$ cat src/hdl/cubic_bezier_point_eval_defines.svh
// Assertion macros shared by the cubic Bezier point evaluator.
// Taken in by `include from the modules that carry checks; no dependencies.
`ifndef CUBIC_BEZIER_POINT_EVAL_DEFINES_SVH
`define CUBIC_BEZIER_POINT_EVAL_DEFINES_SVH

`ifndef NO_ASSERTIONS
// Clocked check, switched off while reset is held
`define BZP_ASSERT(label, clk, rst_n, prop) \
    label: assert property (@(posedge clk) disable iff (!rst_n) prop) \
        else $error("bezier check failed");
// Clocked check that also runs through reset
`define BZP_ASSERT_ALWAYS(label, clk, prop) \
    label: assert property (@(posedge clk) prop) \
        else $error("bezier check failed");
`else
`define BZP_ASSERT(label, clk, rst_n, prop)
`define BZP_ASSERT_ALWAYS(label, clk, prop)
`endif

`endif

$ cat src/hdl/bzp_pkg.sv
// Shared constants, widths and types for the cubic Bezier point evaluator.
// No dependencies.
`timescale 1ns / 1ps

package bzp_pkg;

    // Field widths
    localparam int COORD_WIDTH = 16;
    localparam int T_WIDTH     = 16;
    localparam int NUM_POINTS  = 4;
    localparam int NUM_COORDS  = 3;
    localparam int CFG_WIDTH   = NUM_COORDS * COORD_WIDTH;
    localparam int CFG_IDX_W   = 8;
    localparam int PT_IDX_W    = $clog2(NUM_POINTS);

    // Pipeline depth, input to output register
    localparam int NUM_STAGES  = 6;

    // Polynomial coefficient widths (3*d, 3*second diff, third diff)
    localparam int C1_W = COORD_WIDTH + 3;
    localparam int C2_W = COORD_WIDTH + 4;
    localparam int C3_W = COORD_WIDTH + 4;

    // t as a signed operand with a zero top bit
    localparam int A_W = T_WIDTH + 1;

    // Horner accumulators and their split points for the partial products
    localparam int ACC1_W = C3_W + A_W;
    localparam int LO1_W  = ACC1_W / 2;
    localparam int HI1_W  = ACC1_W - LO1_W;
    localparam int ACC2_W = ACC1_W + A_W;
    localparam int LO2_W  = ACC2_W / 2;
    localparam int HI2_W  = ACC2_W - LO2_W;
    localparam int ACC3_W = ACC2_W + A_W;

    // Binary point of the final sum and the rounding half
    localparam int RND_POS = 3 * T_WIDTH;
    localparam logic [ACC3_W-1:0] RND_HALF = ACC3_W'(1) << (RND_POS - 1);

    // Per-coordinate power-basis coefficients
    typedef struct packed {
        logic signed [COORD_WIDTH-1:0] p0;
        logic signed [C1_W-1:0]        c1;
        logic signed [C2_W-1:0]        c2;
        logic signed [C3_W-1:0]        c3;
    } t_coef;

    typedef t_coef [NUM_COORDS-1:0] t_coef_vec;

    // Stage advance enables handed to each lane
    typedef struct packed {
        logic [NUM_STAGES-1:0] en;
    } t_pipe_ctl;

endpackage

$ cat src/hdl/bzp_coef.sv
// Control point registers and the power-basis coefficients derived from them.
// Depends on bzp_pkg.
`timescale 1ns / 1ps

module bzp_coef
    import bzp_pkg::*;
(
    input  logic                 i_clk,
    input  logic                 i_rst_n,
    input  logic                 i_wr_en,
    input  logic [CFG_IDX_W-1:0] i_wr_index,
    input  logic [CFG_WIDTH-1:0] i_wr_data,
    output t_coef_vec            o_coef
);

    logic [CFG_WIDTH-1:0] r_point [NUM_POINTS];

    // Register writes; indexes past the last point are dropped
    always_ff @(posedge i_clk) begin
        if (!i_rst_n) begin
            for (int i = 0; i < NUM_POINTS; i++) begin
                r_point[i] <= '0;
            end
        end else if (i_wr_en && (i_wr_index < CFG_IDX_W'(NUM_POINTS))) begin
            r_point[i_wr_index[PT_IDX_W-1:0]] <= i_wr_data;
        end
    end

    // Bernstein to power basis, one set per coordinate
    for (genvar k = 0; k < NUM_COORDS; k++) begin : g_coord
        logic signed [COORD_WIDTH-1:0] p0, p1, p2, p3;
        logic signed [C1_W-1:0]        d1;
        logic signed [C2_W-1:0]        d2;
        logic signed [C3_W-1:0]        d3;

        assign p0 = r_point[0][k*COORD_WIDTH +: COORD_WIDTH];
        assign p1 = r_point[1][k*COORD_WIDTH +: COORD_WIDTH];
        assign p2 = r_point[2][k*COORD_WIDTH +: COORD_WIDTH];
        assign p3 = r_point[3][k*COORD_WIDTH +: COORD_WIDTH];

        // d1 = p1 - p0, d2 = p0 - 2 p1 + p2, d3 = p1 - p2
        assign d1 = C1_W'(p1) - C1_W'(p0);
        assign d2 = C2_W'(p0) - (C2_W'(p1) <<< 1) + C2_W'(p2);
        assign d3 = C3_W'(p1) - C3_W'(p2);

        assign o_coef[k].p0 = p0;
        assign o_coef[k].c1 = (d1 <<< 1) + d1;
        assign o_coef[k].c2 = (d2 <<< 1) + d2;
        assign o_coef[k].c3 = C3_W'(p3) - C3_W'(p0) + (d3 <<< 1) + d3;
    end

endmodule

$ cat config.mk
export PLATFORM = sky130hd
export DESIGN_NAME = bzp_coef
export DESIGN_NICKNAME = d
export VERILOG_FILES = /design/src/hdl/cubic_bezier_point_eval_defines.svh /design/src/hdl/bzp_pkg.sv /design/src/hdl/bzp_coef.sv
export SDC_FILE = /design/constraint.sdc
export NUM_CORES = 1
export LEC_CHECK = 0
export BUFFER_PORTS_ARGS = -buffer_cell sky130_fd_sc_hd__buf_2
export CELL_PAD_IN_SITES_DETAIL_PLACEMENT = 1
export CELL_PAD_IN_SITES_GLOBAL_PLACEMENT = 2
export CORE_MARGIN = 10
export CORE_UTILIZATION = 41
export DETAILED_ROUTE_END_ITERATION = 16
export GPL_TIMING_DRIVEN = 0
export PLACE_DENSITY_LB_ADDON = 0.05
export SYNTH_ARGS = -nofsm -noshare
export SYNTH_HDL_FRONTEND = slang
export SYNTH_SLANG_ARGS = --single-unit
$ cat constraint.sdc
create_clock -name i_clk -period 10.2 [get_ports i_clk]
set_input_delay 3.06 -clock i_clk [delete_from_list [all_inputs] [get_ports i_clk]]
set_output_delay 3.06 -clock i_clk [all_outputs]
set_load 0.03 [all_outputs]
Word level (Yosys, flattened, before mapping). Memory sizes are Yosys's and may differ from the RTL's. Index checks and enable logic that the tools add are counted.

Bits in writable memories: 192. Memories kept: 1. Word-level logic and storage cells: 38. Bits in registers: 0. Bits of input ports: 59.

Add/sub/neg operators: 27. Mux-type cells: 7. Reduce and logical (&&, ||, !) cells: 2. $lt $le $gt $ge: 1.

Memories: r_point (words 4, bits a word 48, rd ports 4, clocked after Yosys merged registers in 0, write ports 4, line bzp_coef.sv:16) `logic [CFG_WIDTH-1:0] r_point [NUM_POINTS];`.

Operator list (count): subtractor 16 x 16 -> 17 bit (9); adder 20 bit (3); adder 18 x 16 -> 19 bit (3); adder 18 x 17 -> 19 bit (3); subtractor 16 x 17 -> 18 bit (3); 2-to-1 mux 48 bit (1); OR reduction 48 bit (1); adder 19 x 17 -> 20 bit (2); adder 20 x 19 -> 20 bit (2); adder 17 x 18 -> 19 bit (2); < comparator 8 x 3 -> 1 bit, second input constant (1); 2-to-1 mux 1 bit (5); 2-to-1 mux 2 bit (1); logical AND 1 bit (1).

Depth between registers and ports, before layout.
Depth in word-level cells: 7. Gate-level depth with buffers: 24.

Least setup slack after synthesis. OpenSTA, ideal clock, no wires.

Path type: register to output. Start: mem r_point[1][16] in the netlist's numbering. End: out o_coef[92] in the netlist's numbering. Buffers on the path: 0. Setup slack: 1994 ps. Stages on the path, launching flop included: 24. Data required time: 7140 ps. Arrival: 5146 ps. Cells stage by stage: edfxtp_1 > inv_1 > ha_1 > fa_1 > nor2b_1 > o21ai_0 > a21boi_0 > o21ai_1 > a21oi_1 > a21o_1 > a21oi_1 > xnor2_1 > fa_1 > inv_1 > fa_1 > inv_1 > ha_1 > a21o_1 > a21o_1 > a21o_1 > and3_1 > a41o_1 > o41a_1 > xor2_1.

RTL lines: start, declared (line bzp_coef.sv:16); end, declared (line bzp_coef.sv:13) `output t_coef_vec o_coef`.

==> flow_metrics.env <==
export IMPL_run_status="completed"
export IMPL_ys_seq_area_frac=0.2319
export IMPL_worstHoldPathType="in -> reg"
export IMPL_nets=3581
export IMPL_postSynth_topFlopCell="sky130_fd_sc_hd__edfxtp_1"
export IMPL_synth_edff_count=192
export IMPL_largest_register_ff_count=192
export IMPL_worst_hold_path_num_cells=2
export IMPL_area_growth_syn_to_layout_pct=12.17
export IMPL_grt_first_pass_wirelength_um=120300
export IMPL_start_util=0.4128
export IMPL_netlist_area_mm2=0.02487
export IMPL_worstHoldEndpoint="r_point[0][30]"
export IMPL_slew_viol_final=0
export IMPL_synthTopCellsByArea="sky130_fd_sc_hd__edfxtp_1, sky130_fd_sc_hd__ha_1, sky130_fd_sc_hd__fa_1"
export IMPL_area_fraction_of_the_dominant_cell_type_after_synthesis=0.2319
export IMPL_max_slew_margin_vs_limit=0.3921
export IMPL_io_buffer_count=283
export IMPL_clkSlewWorstSetupHoldPaths_ns=0.08
export IMPL_period_needed_ns=9.612
export IMPL_timing_setup_tns_ns=0
export IMPL_grtUsageTotal=0.2124
export IMPL_critPathLaunchType="register"
export IMPL_ant_nets=0
export IMPL_clkSinkCount=192
export IMPL_finalSetupViolCount=0
export IMPL_synth_top_cells_by_count="sky130_fd_sc_hd__inv_1, sky130_fd_sc_hd__ha_1, sky130_fd_sc_hd__a21oi_1"
export IMPL_cts_buffers_inserted=17
export IMPL_worst_hold_startpoint="i_wr_data[30]"
export IMPL_die_extent_in_x_um=266.3
export IMPL_synth_fp_nets=3279
export IMPL_drt_wirelength_per_cell_um=19.62
export IMPL_critPathArrivalTime_ns=6.55
export IMPL_crit_type="reg -> out"
export IMPL_synth_cell_types=80
export IMPL_core_area_mm2=0.06025
export IMPL_tritoncts="done"
export IMPL_timing_critical_path_to_type="output port"
export IMPL_die_height_um=266.3
export IMPL_maxClockFrequency_ghz=0.1040
export IMPL_via_per_inst=5.300
export IMPL_synth_warning_count=0
export IMPL_post_synth_inst_count=2737
export IMPL_post_route_period_util=0.9423
export IMPL_yosys_area_top_type="sky130_fd_sc_hd__edfxtp_1"
export IMPL_max_cap_violations=0
export IMPL_clk_root_buffer_cell="sky130_fd_sc_hd__clkbuf_16"
export IMPL_top_register="r_point"
export IMPL_unrepaired_setup_endpoints_after_global_routing="no"
export IMPL_hold_viol=0
export IMPL_holdBufCountCts=0
export IMPL_post_synth_top_count_cell="sky130_fd_sc_hd__inv_1"
export IMPL_std_cell_rows=90
export IMPL_global_route_overflow_total=0
export IMPL_drive_above_1_share=0.1189
export IMPL_worst_endpoint_required_ns=7.14
export IMPL_synthArstFlopShare=0
export IMPL_remaining_drc_errors=0
export IMPL_post_cts_repair_setup_buffers=0
export IMPL_io_pins=284
export IMPL_critical_path_max_fanout=6
export IMPL_count_of_routing_violations_after_the_opening_detailed_route_iteration=757
export IMPL_layout_top_registers="r_point (192)"
export IMPL_design_die_area_mm2=0.07090
export IMPL_detailed_place_hpwl_um=63460
export IMPL_wirelength_um=75290
export IMPL_h_tree_depth=4
export IMPL_drt_pre_antenna_iters=5
export IMPL_cts_resized_gates=0
export IMPL_gpl_final_weighted_congestion=0.8293
export IMPL_antenna_found_initial=8
export IMPL_grt_pass1_vias=22037
export IMPL_grt_max_degree=49
export IMPL_via_count=20343
export IMPL_post_synth_cell_area_avg_um2=9.085
export IMPL_worst_slew_pin_transition_ns=0.9001
export IMPL_clock_path_buffers=2
export IMPL_synth_ff_latch_count=192
[metrics by stage]
step	hold slack, ns	worst slack (ns)	utilization	instance area, um^2	cells
global placement	3.371	1.253	0.4525	27260	3802
global route	2.889	0.1312	0.4629	27890	3835
finish	2.893	0.5885	0.4630	27890	3838
detailed placement	3.383	1.185	0.4530	27290	3802
CTS	2.871	0.6120	0.4628	27880	3834
floorplan	3.258	1.994	-	24870	2737
[cells by family (layout without fill, tap and decap cells)]
logic type	Yosys count	in the layout	share of synthesized area
flops	192	192	0.2319
xor+xnor	257	257	0.09052
simple gates	650	650	0.1412
fa+ha+maj	483	483	0.2901
mux	8	8	0.003371
buf+inv	523	838	0.07950
compound gates	624	624	0.1634
other cells	0	4	0
[layer usage]
metal | track usage | routed length, um | vias up
met1 | 0.2777 | 35150 | 10055
met2 | 0.3662 | 36190 | 296
li1 | - | - | 9936
met3 | 0.03229 | 2951 | 50
met5 | 0 | 37 | -
met4 | 0.04107 | 960 | 6
[layout make-up]
type                       instances  area (um^2)
antenna                            4        10.01
buffer                            33        137.6
clock buffer                      19        432.9
clock inverter                    13        158.9
fill                            7127        32350
inverter                         490         1839
multi-input combinational       2022        17150
sequential                       192         5766
tap                              782        978.4
timing repair buffer             283         1416
[worst max-delay path by stage]
| stage | startpoint | endpoint | slack [ns] | cells past startpoint |
|---|---|---|---|---|
| 6_report | r_point[1][32] | o_coef[169] | 0.59 | 23 |
| 5_1_grt | r_point[1][32] | o_coef[169] | 0.13 | 24 |
| 4_1_cts | r_point[1][32] | o_coef[169] | 0.61 | 24 |
| 3_5_place_dp | r_point[1][32] | o_coef[169] | 1.19 | 24 |
| 3_3_place_gp | r_point[1][32] | o_coef[169] | 1.25 | 24 |
| 2_1_floorplan | r_point[1][16] | o_coef[92] | 1.99 | 23 |
[cell usage in the layout (no fill, tap or decap), types with 38 or more instances in the layout]
cell	netlist	final
sky130_fd_sc_hd__inv_1	490	490
sky130_fd_sc_hd__ha_1	327	327
sky130_fd_sc_hd__buf_2	2	285
sky130_fd_sc_hd__a21oi_1	195	195
sky130_fd_sc_hd__edfxtp_1	192	192
sky130_fd_sc_hd__xnor2_1	182	182
sky130_fd_sc_hd__fa_1	156	156
sky130_fd_sc_hd__and2_1	153	153
sky130_fd_sc_hd__nor2_1	143	143
sky130_fd_sc_hd__o21ai_0	116	116
sky130_fd_sc_hd__a21o_1	88	88
sky130_fd_sc_hd__nand2_1	77	75
sky130_fd_sc_hd__xor2_1	75	75
sky130_fd_sc_hd__and3_1	67	67
sky130_fd_sc_hd__nor2b_1	42	42
sky130_fd_sc_hd__nand2b_1	40	38
sky130_fd_sc_hd__o21a_1	38	38
[critical path, stage by stage, from the launching register on]
cell and delay, ns:
sky130_fd_sc_hd__edfxtp_1 0.39, sky130_fd_sc_hd__inv_1 0.08, sky130_fd_sc_hd__ha_1 0.22, sky130_fd_sc_hd__fa_1 0.41
sky130_fd_sc_hd__nor2b_1 0.15, sky130_fd_sc_hd__o21ai_1 0.10, sky130_fd_sc_hd__a21boi_1 0.26, sky130_fd_sc_hd__o21a_1 0.17
sky130_fd_sc_hd__nor2_1 0.07, sky130_fd_sc_hd__o31ai_1 0.69, sky130_fd_sc_hd__a21oi_1 0.20, sky130_fd_sc_hd__xnor2_1 0.22
sky130_fd_sc_hd__fa_1 0.53, sky130_fd_sc_hd__inv_1 0.06, sky130_fd_sc_hd__fa_1 0.51, sky130_fd_sc_hd__inv_1 0.05
sky130_fd_sc_hd__ha_1 0.42, sky130_fd_sc_hd__o21a_1 0.17, sky130_fd_sc_hd__nor2_1 0.05, sky130_fd_sc_hd__o31ai_1 0.55
sky130_fd_sc_hd__a221oi_1 0.21, sky130_fd_sc_hd__o21bai_1 0.20, sky130_fd_sc_hd__xnor2_1 0.13, sky130_fd_sc_hd__buf_2 0.21
Power is left out: the tool's default activity adds up to more than one toggle a clock period on the data nets, which glitch-free logic cannot reach.
