## src/hdl/cubic_bezier_point_eval_defines.svh

```systemverilog
// Assertion macros shared by the cubic Bezier point evaluator.
// Taken in by `include from the modules that carry checks; no dependencies.
`ifndef CUBIC_BEZIER_POINT_EVAL_DEFINES_SVH
`define CUBIC_BEZIER_POINT_EVAL_DEFINES_SVH

`ifndef NO_ASSERTIONS
// Clocked check, switched off while reset is held
`define BZP_ASSERT(label, clk, rst_n, prop) \
    label: assert property (@(posedge clk) disable iff (!rst_n) prop) \
        else $error("bezier check failed");
// Clocked check that also runs through reset
`define BZP_ASSERT_ALWAYS(label, clk, prop) \
    label: assert property (@(posedge clk) prop) \
        else $error("bezier check failed");
`else
`define BZP_ASSERT(label, clk, rst_n, prop)
`define BZP_ASSERT_ALWAYS(label, clk, prop)
`endif

`endif

```

## src/hdl/bzp_pkg.sv

```systemverilog
// Shared constants, widths and types for the cubic Bezier point evaluator.
// No dependencies.
`timescale 1ns / 1ps

package bzp_pkg;

    // Field widths
    localparam int COORD_WIDTH = 16;
    localparam int T_WIDTH     = 16;
    localparam int NUM_POINTS  = 4;
    localparam int NUM_COORDS  = 3;
    localparam int CFG_WIDTH   = NUM_COORDS * COORD_WIDTH;
    localparam int CFG_IDX_W   = 8;
    localparam int PT_IDX_W    = $clog2(NUM_POINTS);

    // Pipeline depth, input to output register
    localparam int NUM_STAGES  = 6;

    // Polynomial coefficient widths (3*d, 3*second diff, third diff)
    localparam int C1_W = COORD_WIDTH + 3;
    localparam int C2_W = COORD_WIDTH + 4;
    localparam int C3_W = COORD_WIDTH + 4;

    // t as a signed operand with a zero top bit
    localparam int A_W = T_WIDTH + 1;

    // Horner accumulators and their split points for the partial products
    localparam int ACC1_W = C3_W + A_W;
    localparam int LO1_W  = ACC1_W / 2;
    localparam int HI1_W  = ACC1_W - LO1_W;
    localparam int ACC2_W = ACC1_W + A_W;
    localparam int LO2_W  = ACC2_W / 2;
    localparam int HI2_W  = ACC2_W - LO2_W;
    localparam int ACC3_W = ACC2_W + A_W;

    // Binary point of the final sum and the rounding half
    localparam int RND_POS = 3 * T_WIDTH;
    localparam logic [ACC3_W-1:0] RND_HALF = ACC3_W'(1) << (RND_POS - 1);

    // Per-coordinate power-basis coefficients
    typedef struct packed {
        logic signed [COORD_WIDTH-1:0] p0;
        logic signed [C1_W-1:0]        c1;
        logic signed [C2_W-1:0]        c2;
        logic signed [C3_W-1:0]        c3;
    } t_coef;

    typedef t_coef [NUM_COORDS-1:0] t_coef_vec;

    // Stage advance enables handed to each lane
    typedef struct packed {
        logic [NUM_STAGES-1:0] en;
    } t_pipe_ctl;

endpackage

```

## src/hdl/bzp_lane.sv

```systemverilog
// One coordinate's Horner datapath: three multiplies by t, the last two cut into
// partial products and summed a stage later. Depends on bzp_pkg.
`timescale 1ns / 1ps

module bzp_lane
    import bzp_pkg::*;
(
    input  logic                          i_clk,
    input  t_pipe_ctl                     i_ctl,
    input  logic [T_WIDTH-1:0]            i_t,
    input  t_coef                         i_coef,
    output logic signed [COORD_WIDTH-1:0] o_res
);

    // Stage 1: capture t and coefficients
    logic [T_WIDTH-1:0] r_a1;
    t_coef              r_cf1;

    always_ff @(posedge i_clk) begin
        if (i_ctl.en[0]) begin
            r_a1  <= i_t;
            r_cf1 <= i_coef;
        end
    end

    // Stage 2: acc1 = c3*t + c2 << T
    logic signed [A_W-1:0]         a1_s;
    logic signed [ACC1_W-1:0]      n_acc1;
    logic signed [ACC1_W-1:0]      r_acc1;
    logic [T_WIDTH-1:0]            r_a2;
    logic signed [C1_W-1:0]        r_c1_2;
    logic signed [COORD_WIDTH-1:0] r_p0_2;

    assign a1_s   = {1'b0, r_a1};
    assign n_acc1 = (r_cf1.c3 * a1_s) + (ACC1_W'(r_cf1.c2) <<< T_WIDTH);

    always_ff @(posedge i_clk) begin
        if (i_ctl.en[1]) begin
            r_acc1 <= n_acc1;
            r_a2   <= r_a1;
            r_c1_2 <= r_cf1.c1;
            r_p0_2 <= r_cf1.p0;
        end
    end

    // Stage 3: acc1*t as two partial products
    logic signed [A_W-1:0]         a2_s;
    logic signed [LO1_W:0]         lo1_s;
    logic signed [HI1_W-1:0]       hi1_s;
    logic signed [LO1_W+A_W:0]     n_pl3;
    logic signed [HI1_W+A_W-1:0]   n_ph3;
    logic signed [LO1_W+A_W:0]     r_pl3;
    logic signed [HI1_W+A_W-1:0]   r_ph3;
    logic [T_WIDTH-1:0]            r_a3;
    logic signed [C1_W-1:0]        r_c1_3;
    logic signed [COORD_WIDTH-1:0] r_p0_3;

    assign a2_s  = {1'b0, r_a2};
    assign lo1_s = {1'b0, r_acc1[LO1_W-1:0]};
    assign hi1_s = r_acc1[ACC1_W-1:LO1_W];
    assign n_pl3 = lo1_s * a2_s;
    assign n_ph3 = hi1_s * a2_s;

    always_ff @(posedge i_clk) begin
        if (i_ctl.en[2]) begin
            r_pl3  <= n_pl3;
            r_ph3  <= n_ph3;
            r_a3   <= r_a2;
            r_c1_3 <= r_c1_2;
            r_p0_3 <= r_p0_2;
        end
    end

    // Stage 4: acc2 = acc1*t + c1 << 2T
    logic signed [ACC2_W-1:0]      n_acc2;
    logic signed [ACC2_W-1:0]      r_acc2;
    logic [T_WIDTH-1:0]            r_a4;
    logic signed [COORD_WIDTH-1:0] r_p0_4;

    assign n_acc2 = (ACC2_W'(r_ph3) <<< LO1_W) + ACC2_W'(r_pl3)
                  + (ACC2_W'(r_c1_3) <<< (2 * T_WIDTH));

    always_ff @(posedge i_clk) begin
        if (i_ctl.en[3]) begin
            r_acc2 <= n_acc2;
            r_a4   <= r_a3;
            r_p0_4 <= r_p0_3;
        end
    end

    // Stage 5: acc2*t as two partial products
    logic signed [A_W-1:0]         a4_s;
    logic signed [LO2_W:0]         lo2_s;
    logic signed [HI2_W-1:0]       hi2_s;
    logic signed [LO2_W+A_W:0]     n_ql5;
    logic signed [HI2_W+A_W-1:0]   n_qh5;
    logic signed [LO2_W+A_W:0]     r_ql5;
    logic signed [HI2_W+A_W-1:0]   r_qh5;
    logic signed [COORD_WIDTH-1:0] r_p0_5;

    assign a4_s  = {1'b0, r_a4};
    assign lo2_s = {1'b0, r_acc2[LO2_W-1:0]};
    assign hi2_s = r_acc2[ACC2_W-1:LO2_W];
    assign n_ql5 = lo2_s * a4_s;
    assign n_qh5 = hi2_s * a4_s;

    always_ff @(posedge i_clk) begin
        if (i_ctl.en[4]) begin
            r_ql5  <= n_ql5;
            r_qh5  <= n_qh5;
            r_p0_5 <= r_p0_4;
        end
    end

    // Stage 6: add p0 << 3T and the half step, keep the integer part
    logic [ACC3_W-1:0]             n_acc3;
    logic signed [COORD_WIDTH-1:0] r_res;

    assign n_acc3 = (ACC3_W'(r_qh5) <<< LO2_W) + ACC3_W'(r_ql5)
                  + (ACC3_W'(r_p0_5) <<< RND_POS) + RND_HALF;

    always_ff @(posedge i_clk) begin
        if (i_ctl.en[5]) begin
            r_res <= n_acc3[RND_POS +: COORD_WIDTH];
        end
    end

    assign o_res = r_res;

endmodule
```

## config.mk

```make
export PLATFORM = sky130hd
export DESIGN_NAME = bzp_lane
export DESIGN_NICKNAME = d
export VERILOG_FILES = /design/src/hdl/cubic_bezier_point_eval_defines.svh /design/src/hdl/bzp_pkg.sv /design/src/hdl/bzp_lane.sv
export SDC_FILE = /design/constraint.sdc
export NUM_CORES = 2
export LEC_CHECK = 0
export ABC_AREA = 1
export BUFFER_PORTS_ARGS = -buffer_cell sky130_fd_sc_hd__buf_2
export CAP_MARGIN = 25
export CORE_MARGIN = 2
export CORE_UTILIZATION = 55
export DETAILED_ROUTE_END_ITERATION = 7
export PLACE_DENSITY_LB_ADDON = 0.1
export SLEW_MARGIN = 15
export SYNTH_ARGS = -nofsm -noshare
export SYNTH_HDL_FRONTEND = slang
export SYNTH_SLANG_ARGS = --single-unit
```

## constraint.sdc

```tcl
create_clock -name i_clk -period 8.1 [get_ports i_clk]
set_input_delay 0 -clock i_clk [delete_from_list [all_inputs] [get_ports i_clk]]
set_output_delay 0 -clock i_clk [all_outputs]
set_load 0.01 [all_outputs]
```

# [Word level (Yosys, flattened, before mapping)]
# Index checks and enable logic that the tools add are counted.
[word_totals] out_inout_bits=16 ff_bits=498 elab_cells=32 inputBits=98
[classes] n_addsub=6 multipliers=5
[op_table] cell="64-bit by 43-bit adder with 64-bit output" count=1
[op_table] cell="64-bit by 48-bit adder with 64-bit output, second input constant" count=1
[op_table] cell="64-bit adder" count=1
[op_table] cell="54-bit by 35-bit adder with 54-bit output" count=1
[op_table] cell="54-bit by 51-bit adder with 54-bit output" count=1
[op_table] cell="27-bit by 16-bit multiplier with 43-bit output" count=1
[op_table] cell="37-bit by 36-bit adder with 37-bit output" count=1
[op_table] cell="20-bit by 17-bit multiplier with 37-bit output" count=1
[op_table] cell="27-bit by 17-bit multiplier with 37-bit output" count=1
[op_table] cell="19-bit by 17-bit multiplier with 36-bit output" count=1
[op_table] cell="18-bit by 16-bit multiplier with 34-bit output" count=1

# [Logic depth before layout (Yosys ltp)]
[depth] depth_word=3 depth_mapped=29 depth_no_buf=27

# [Worst setup path before layout]
# Ideal clock, no wire load.
[synth_path] path_type="reg2reg" start="register r_acc1[36]" end="register r_ph3[27] (data pin)" arrival_time_ns=5.506 n_path_buf=2 stages_incl_launch_ff=22 setup_ns=0.265 period_less_slack_ns=5.771 slack_ns=2.329 required_time_ns=7.835 cell_sequence="edfxtp_1 clkbuf_1 clkbuf_1 nand2_1 inv_1 fa_1 fa_1 inv_1 fa_1 fa_1 inv_1 fa_1 inv_1 fa_1 inv_1 ha_1 nand2_1 inv_1 a21oi_1 a21boi_0 o211ai_1 xor2_1"
[synth_via] elab_chain_len=1
[synth_rtl] element="start, declared" line_no="bzp_lane.sv:29" source="logic signed [ACC1_W-1:0] r_acc1;"
[synth_rtl] element="start signal, assigned" line_no="bzp_lane.sv:39" source="r_acc1 <= n_acc1;"
[synth_rtl] element="19-bit by 17-bit multiplier with 36-bit output" line_no="bzp_lane.sv:62" source="assign n_ph3 = hi1_s * a2_s;"
[synth_rtl] element="net n_ph3[27]" line_no="bzp_lane.sv:51" source="logic signed [HI1_W+A_W-1:0] n_ph3;"
[synth_rtl] element="end signal, assigned" line_no="bzp_lane.sv:67" source="r_ph3 <= n_ph3;"
[synth_rtl] element="end, declared" line_no="bzp_lane.sv:53" source="logic signed [HI1_W+A_W-1:0] r_ph3;"
# The timed path passes the listed nets, and every way through them passes these cells.
# A chain may end at the register's enable or synchronous reset.

# [Worst setup path in the final report]
[layout_path] start="register r_a4[6]" end="register r_ql5[34] (data pin)"
[layout_via] elab_chain_len=1
[layout_rtl] element="start, declared" line_no="bzp_lane.sv:77" source="logic [T_WIDTH-1:0] r_a4;"
[layout_rtl] element="start signal, assigned" line_no="bzp_lane.sv:86" source="r_a4 <= r_a3;"
[layout_rtl] element="27-bit by 16-bit multiplier with 43-bit output" line_no="bzp_lane.sv:104" source="assign n_ql5 = lo2_s * a4_s;"
[layout_rtl] element="net n_ql5[34]" line_no="bzp_lane.sv:95" source="logic signed [LO2_W+A_W:0] n_ql5;"
[layout_rtl] element="end signal, assigned" line_no="bzp_lane.sv:109" source="r_ql5 <= n_ql5;"
[layout_rtl] element="end, declared" line_no="bzp_lane.sv:97" source="logic signed [LO2_W+A_W:0] r_ql5;"
# The timed path passes the listed nets, and every way through them passes these cells.

==> results.toml <==
[logic_synthesis]
synth.most_common_cell = "sky130_fd_sc_hd__inv_1"
synth_cell_types = 46
syn_area_um2 = 83800
synth_async_sr_flop_share_pct = 0
synth_top_area_share_pct = 38.0
yosys-top-cells-count = "sky130_fd_sc_hd__inv_1 (2995), sky130_fd_sc_hd__nand2_1 (2643), sky130_fd_sc_hd__fa_1 (1592)"
post-synth-top-area-cell = "sky130_fd_sc_hd__fa_1"
synth_ff_type = "sky130_fd_sc_hd__edfxtp_1"
synthesis.instances = 10100
synth-warning-count = 0
synth.ff_latch_count = 471
synth_top_cells_by_area = "sky130_fd_sc_hd__fa_1 (38%), sky130_fd_sc_hd__edfxtp_1 (17%), sky130_fd_sc_hd__inv_1 (13%), sky130_fd_sc_hd__nand2_1 (12%), sky130_fd_sc_hd__ha_1 (9.0%)"
synth-edff-count = 471
syn_nets = 12400
seq_area_frac_synth_pct = 16.9
avgSynthCellArea_um2 = 8.30

[clock_tree]
h-tree-depth = 2
post-cts-setup-buffers = 0
clock-sinks = 471
worst_setup_hold_path_clk_slew_ns = 0.06
master_cell_of_the_clock_root_buffer = "sky130_fd_sc_hd__clkbuf_16"
cts_buffer_depth = 3
cts_buffers = 59
clock_latency_on_the_worst_skew_pair_ns = 0.75
cts_tree = "yes"
cts-hold-fix-buffers = 168
cts_resized = 0

[timing]
worst-slew-pin-transition_ns = 1.12
period_minus_slack_ns = 6.67
timing.final.setup_violations = 0
worst_clock_skew_ns = 0.0820
fin_crit_share_pct = 82.4
fmax_mhz = 150
max-slew-margin-rel_pct = 25.3
grt_setup_unrepaired = "no"
final-hold-violation-count = 0
slew_violations = 0
final_sum_of_negative_setup_slack_ns = 0

[die]
die-area_um2 = 156000
die_h_um = 394
initial_utilization_pct = 55.3
std_cell_rows = 143
io-pin-count = 114
die_x_um = 394
core_region_area_um2 = 152000

[global_route]
grt.overflow.total = 0
grt_start_max_net_pins = 67
grt_pass1_vias = 68900
total_global_routing_track_utilization_pct = 29.5
grt_first_pass_wirelength_mm = 362
antenna_found_initial = 1

[place]
placed_cells_incl_taps = 11900
port-buffer-count = 113
place.gp.congestion = 0.939
post-dp-hpwl_mm = 181

[critical_path]
critical_path_launch_point_type = "flop"
critPathMaxStageDelay_ns = 1.06
worst_ep_required_time_ns = 8.58
worst-setup-path-type = "reg -> reg"
crit_fanout = 27
critPathMostFrequentCell = "sky130_fd_sc_hd__fa_1"
ordered_list_of_cells_on_the_worst_path = "buf_4 > nand2_1 > inv_1 > fa_1 > inv_1 > fa_1 > fa_1 > inv_1 > fa_1 > fa_1 > inv_1 > fa_1 > inv_1 > ha_1 > nand2_1 > o21ai_0 > a21oi_1 > nor2_1 > nor2_1 > nand3_1 > nand2_1"
critical_path.endpoint_type = "flop"
crit_arrival_ns = 7.15
critPathSlowestCell = "sky130_fd_sc_hd__edfxtp_1"

[drt]
post_drt_wl_per_cell_um = 18.2
route.detailed.vias_per_inst = 5.15
drt_first_pass_iters = 6
remaining_drc_errors = 0
postRouteWirelength_mm = 222
routed-via-count = 62800
drt_iter0_markers = 3680
drt.antenna.violating_nets = 0

[status]
outcome = "finished, final reports clean"

[finish]
fin_cells = 12200
synthToLayoutAreaGrowth_pct = 7.17
nNetsFinal = 12400
post_route_cells_drive_above_1_share_pct = 3.24
layout.area.seq_um2 = 14100
n_fill_cell = 13900
multi_input_area_um2 = 56900

[job]
maxCapViolCount = 0

[min_path]
holdCritPathClass = "in -> reg"
==> logic make-up (layout without fill, tap and decap cells) <==
group / after synthesis / after routing / synth area share (%)
other: 0 / 1 / 0
adders and majority gates: 2198 / 2198 / 47.1
buffers and inverters: 3405 / 3477 / 15.3
DFF: 471 / 471 / 16.9
AOI/OAI and AO/OA: 526 / 526 / 3.53
xor gates and xnor gates: 143 / 143 / 1.49
and+or+nand+nor: 3356 / 3356 / 15.8
==> layout by cell type (no fill, tap or decap), types with 4 or more instances in the layout <==
cell,synthesis,layout
sky130_fd_sc_hd__clkbuf_1,365,4
sky130_fd_sc_hd__ha_1,606,606
sky130_fd_sc_hd__o21ai_1,11,11
sky130_fd_sc_hd__o21a_1,20,20
sky130_fd_sc_hd__o211ai_1,6,6
sky130_fd_sc_hd__buf_2,7,109
sky130_fd_sc_hd__nor3_2,4,4
sky130_fd_sc_hd__clkbuf_16,0,59
sky130_fd_sc_hd__inv_1,2995,2995
sky130_fd_sc_hd__o21ai_2,5,5
sky130_fd_sc_hd__nand4_1,55,55
sky130_fd_sc_hd__clkinv_2,0,9
sky130_fd_sc_hd__edfxtp_1,471,471
sky130_fd_sc_hd__clkinv_4,0,4
sky130_fd_sc_hd__nor3_1,46,46
sky130_fd_sc_hd__o21bai_1,40,40
sky130_fd_sc_hd__clkinv_1,0,10
sky130_fd_sc_hd__bufinv_16,0,6
sky130_fd_sc_hd__xnor2_1,35,35
sky130_fd_sc_hd__a21o_1,29,29
sky130_fd_sc_hd__a31oi_1,13,13
sky130_fd_sc_hd__nand3_1,205,205
sky130_fd_sc_hd__nor2_1,359,359
sky130_fd_sc_hd__xor2_1,108,108
sky130_fd_sc_hd__or2_2,4,4
sky130_fd_sc_hd__clkinvlp_4,0,6
sky130_fd_sc_hd__and3_1,4,4
sky130_fd_sc_hd__buf_4,1,91
sky130_fd_sc_hd__a21boi_0,12,12
sky130_fd_sc_hd__nand2_2,6,6
sky130_fd_sc_hd__nand3b_1,12,12
sky130_fd_sc_hd__nor4_1,6,6
sky130_fd_sc_hd__fa_1,1592,1592
sky130_fd_sc_hd__o21ai_0,131,131
sky130_fd_sc_hd__nand2_1,2643,2643
sky130_fd_sc_hd__dlygate4sd3_1,0,168
sky130_fd_sc_hd__a21oi_1,253,253
==> per-layer routing <==
layer	vias up	share of wire [%]	track usage, %	wire, µm
li1	29100	-	-	-
met1	31500	39	35.9	87200
met2	1778	52	54.0	115000
met3	438	4.7	2.75	10300
met4	0	4.3	11.6	9630
met5	-	0	0	0
==> sequential cells by signal (all words and copies together) (netlist names), 19 cells and up <==
name and count:
r_cf1 75, r_acc2 54, r_acc1 37, r_qh5 37, r_ph3 36, r_pl3 34, r_c1_2 19, r_c1_3 19
==> final timing paths <==
kind / start / end / slack (ns) / depth (start not counted)
max reg2reg: r_a4[6] / r_ql5[34] / 1.43 / 21
min: i_coef[60] / r_cf1[60] / 0.01 / 2
min reg2reg: r_pl3[6] / r_acc2[6] / 0.34 / 0
max: r_a4[6] / r_ql5[34] / 1.43 / 21
==> per-stage QoR <==
stage	hold WS (ns)	area (µm²)	worst slack, ns	util [%]
finish	0.0127	89800	1.43	59.2
global route	0.00789	89800	1.18	59.2
CTS	0.000384	89800	1.51	59.2
detailed placement	0.178	86200	1.52	56.8
global placement	0.176	86100	1.34	56.7
floorplan	0.0989	83800	2.33	-
==> final cells by class <==
| type | instances | share of cell area, % |
|---|---|---|
| clock inverter | 42 | 0.524 |
| inverter | 2997 | 12.5 |
| antenna | 1 | 0.00279 |
| clock buffer | 63 | 1.66 |
| sequential | 471 | 15.7 |
| tap | 2030 | 2.83 |
| timing repair buffer | 375 | 3.40 |
| multi-input combinational | 6223 | 63.3 |
==> critical path, delay by kind of cell (launching register included) <==
kind	cells	cell delay, ns
buffers and inverters	6	0.82
adders and majority gates	7	3.21
DFF	1	1.06
and+or+nand+nor	6	0.56
AOI/OAI and AO/OA	2	0.76
Power is not shown: default switching activity piles up to over one toggle a cycle in this logic, so the estimate is an artifact.
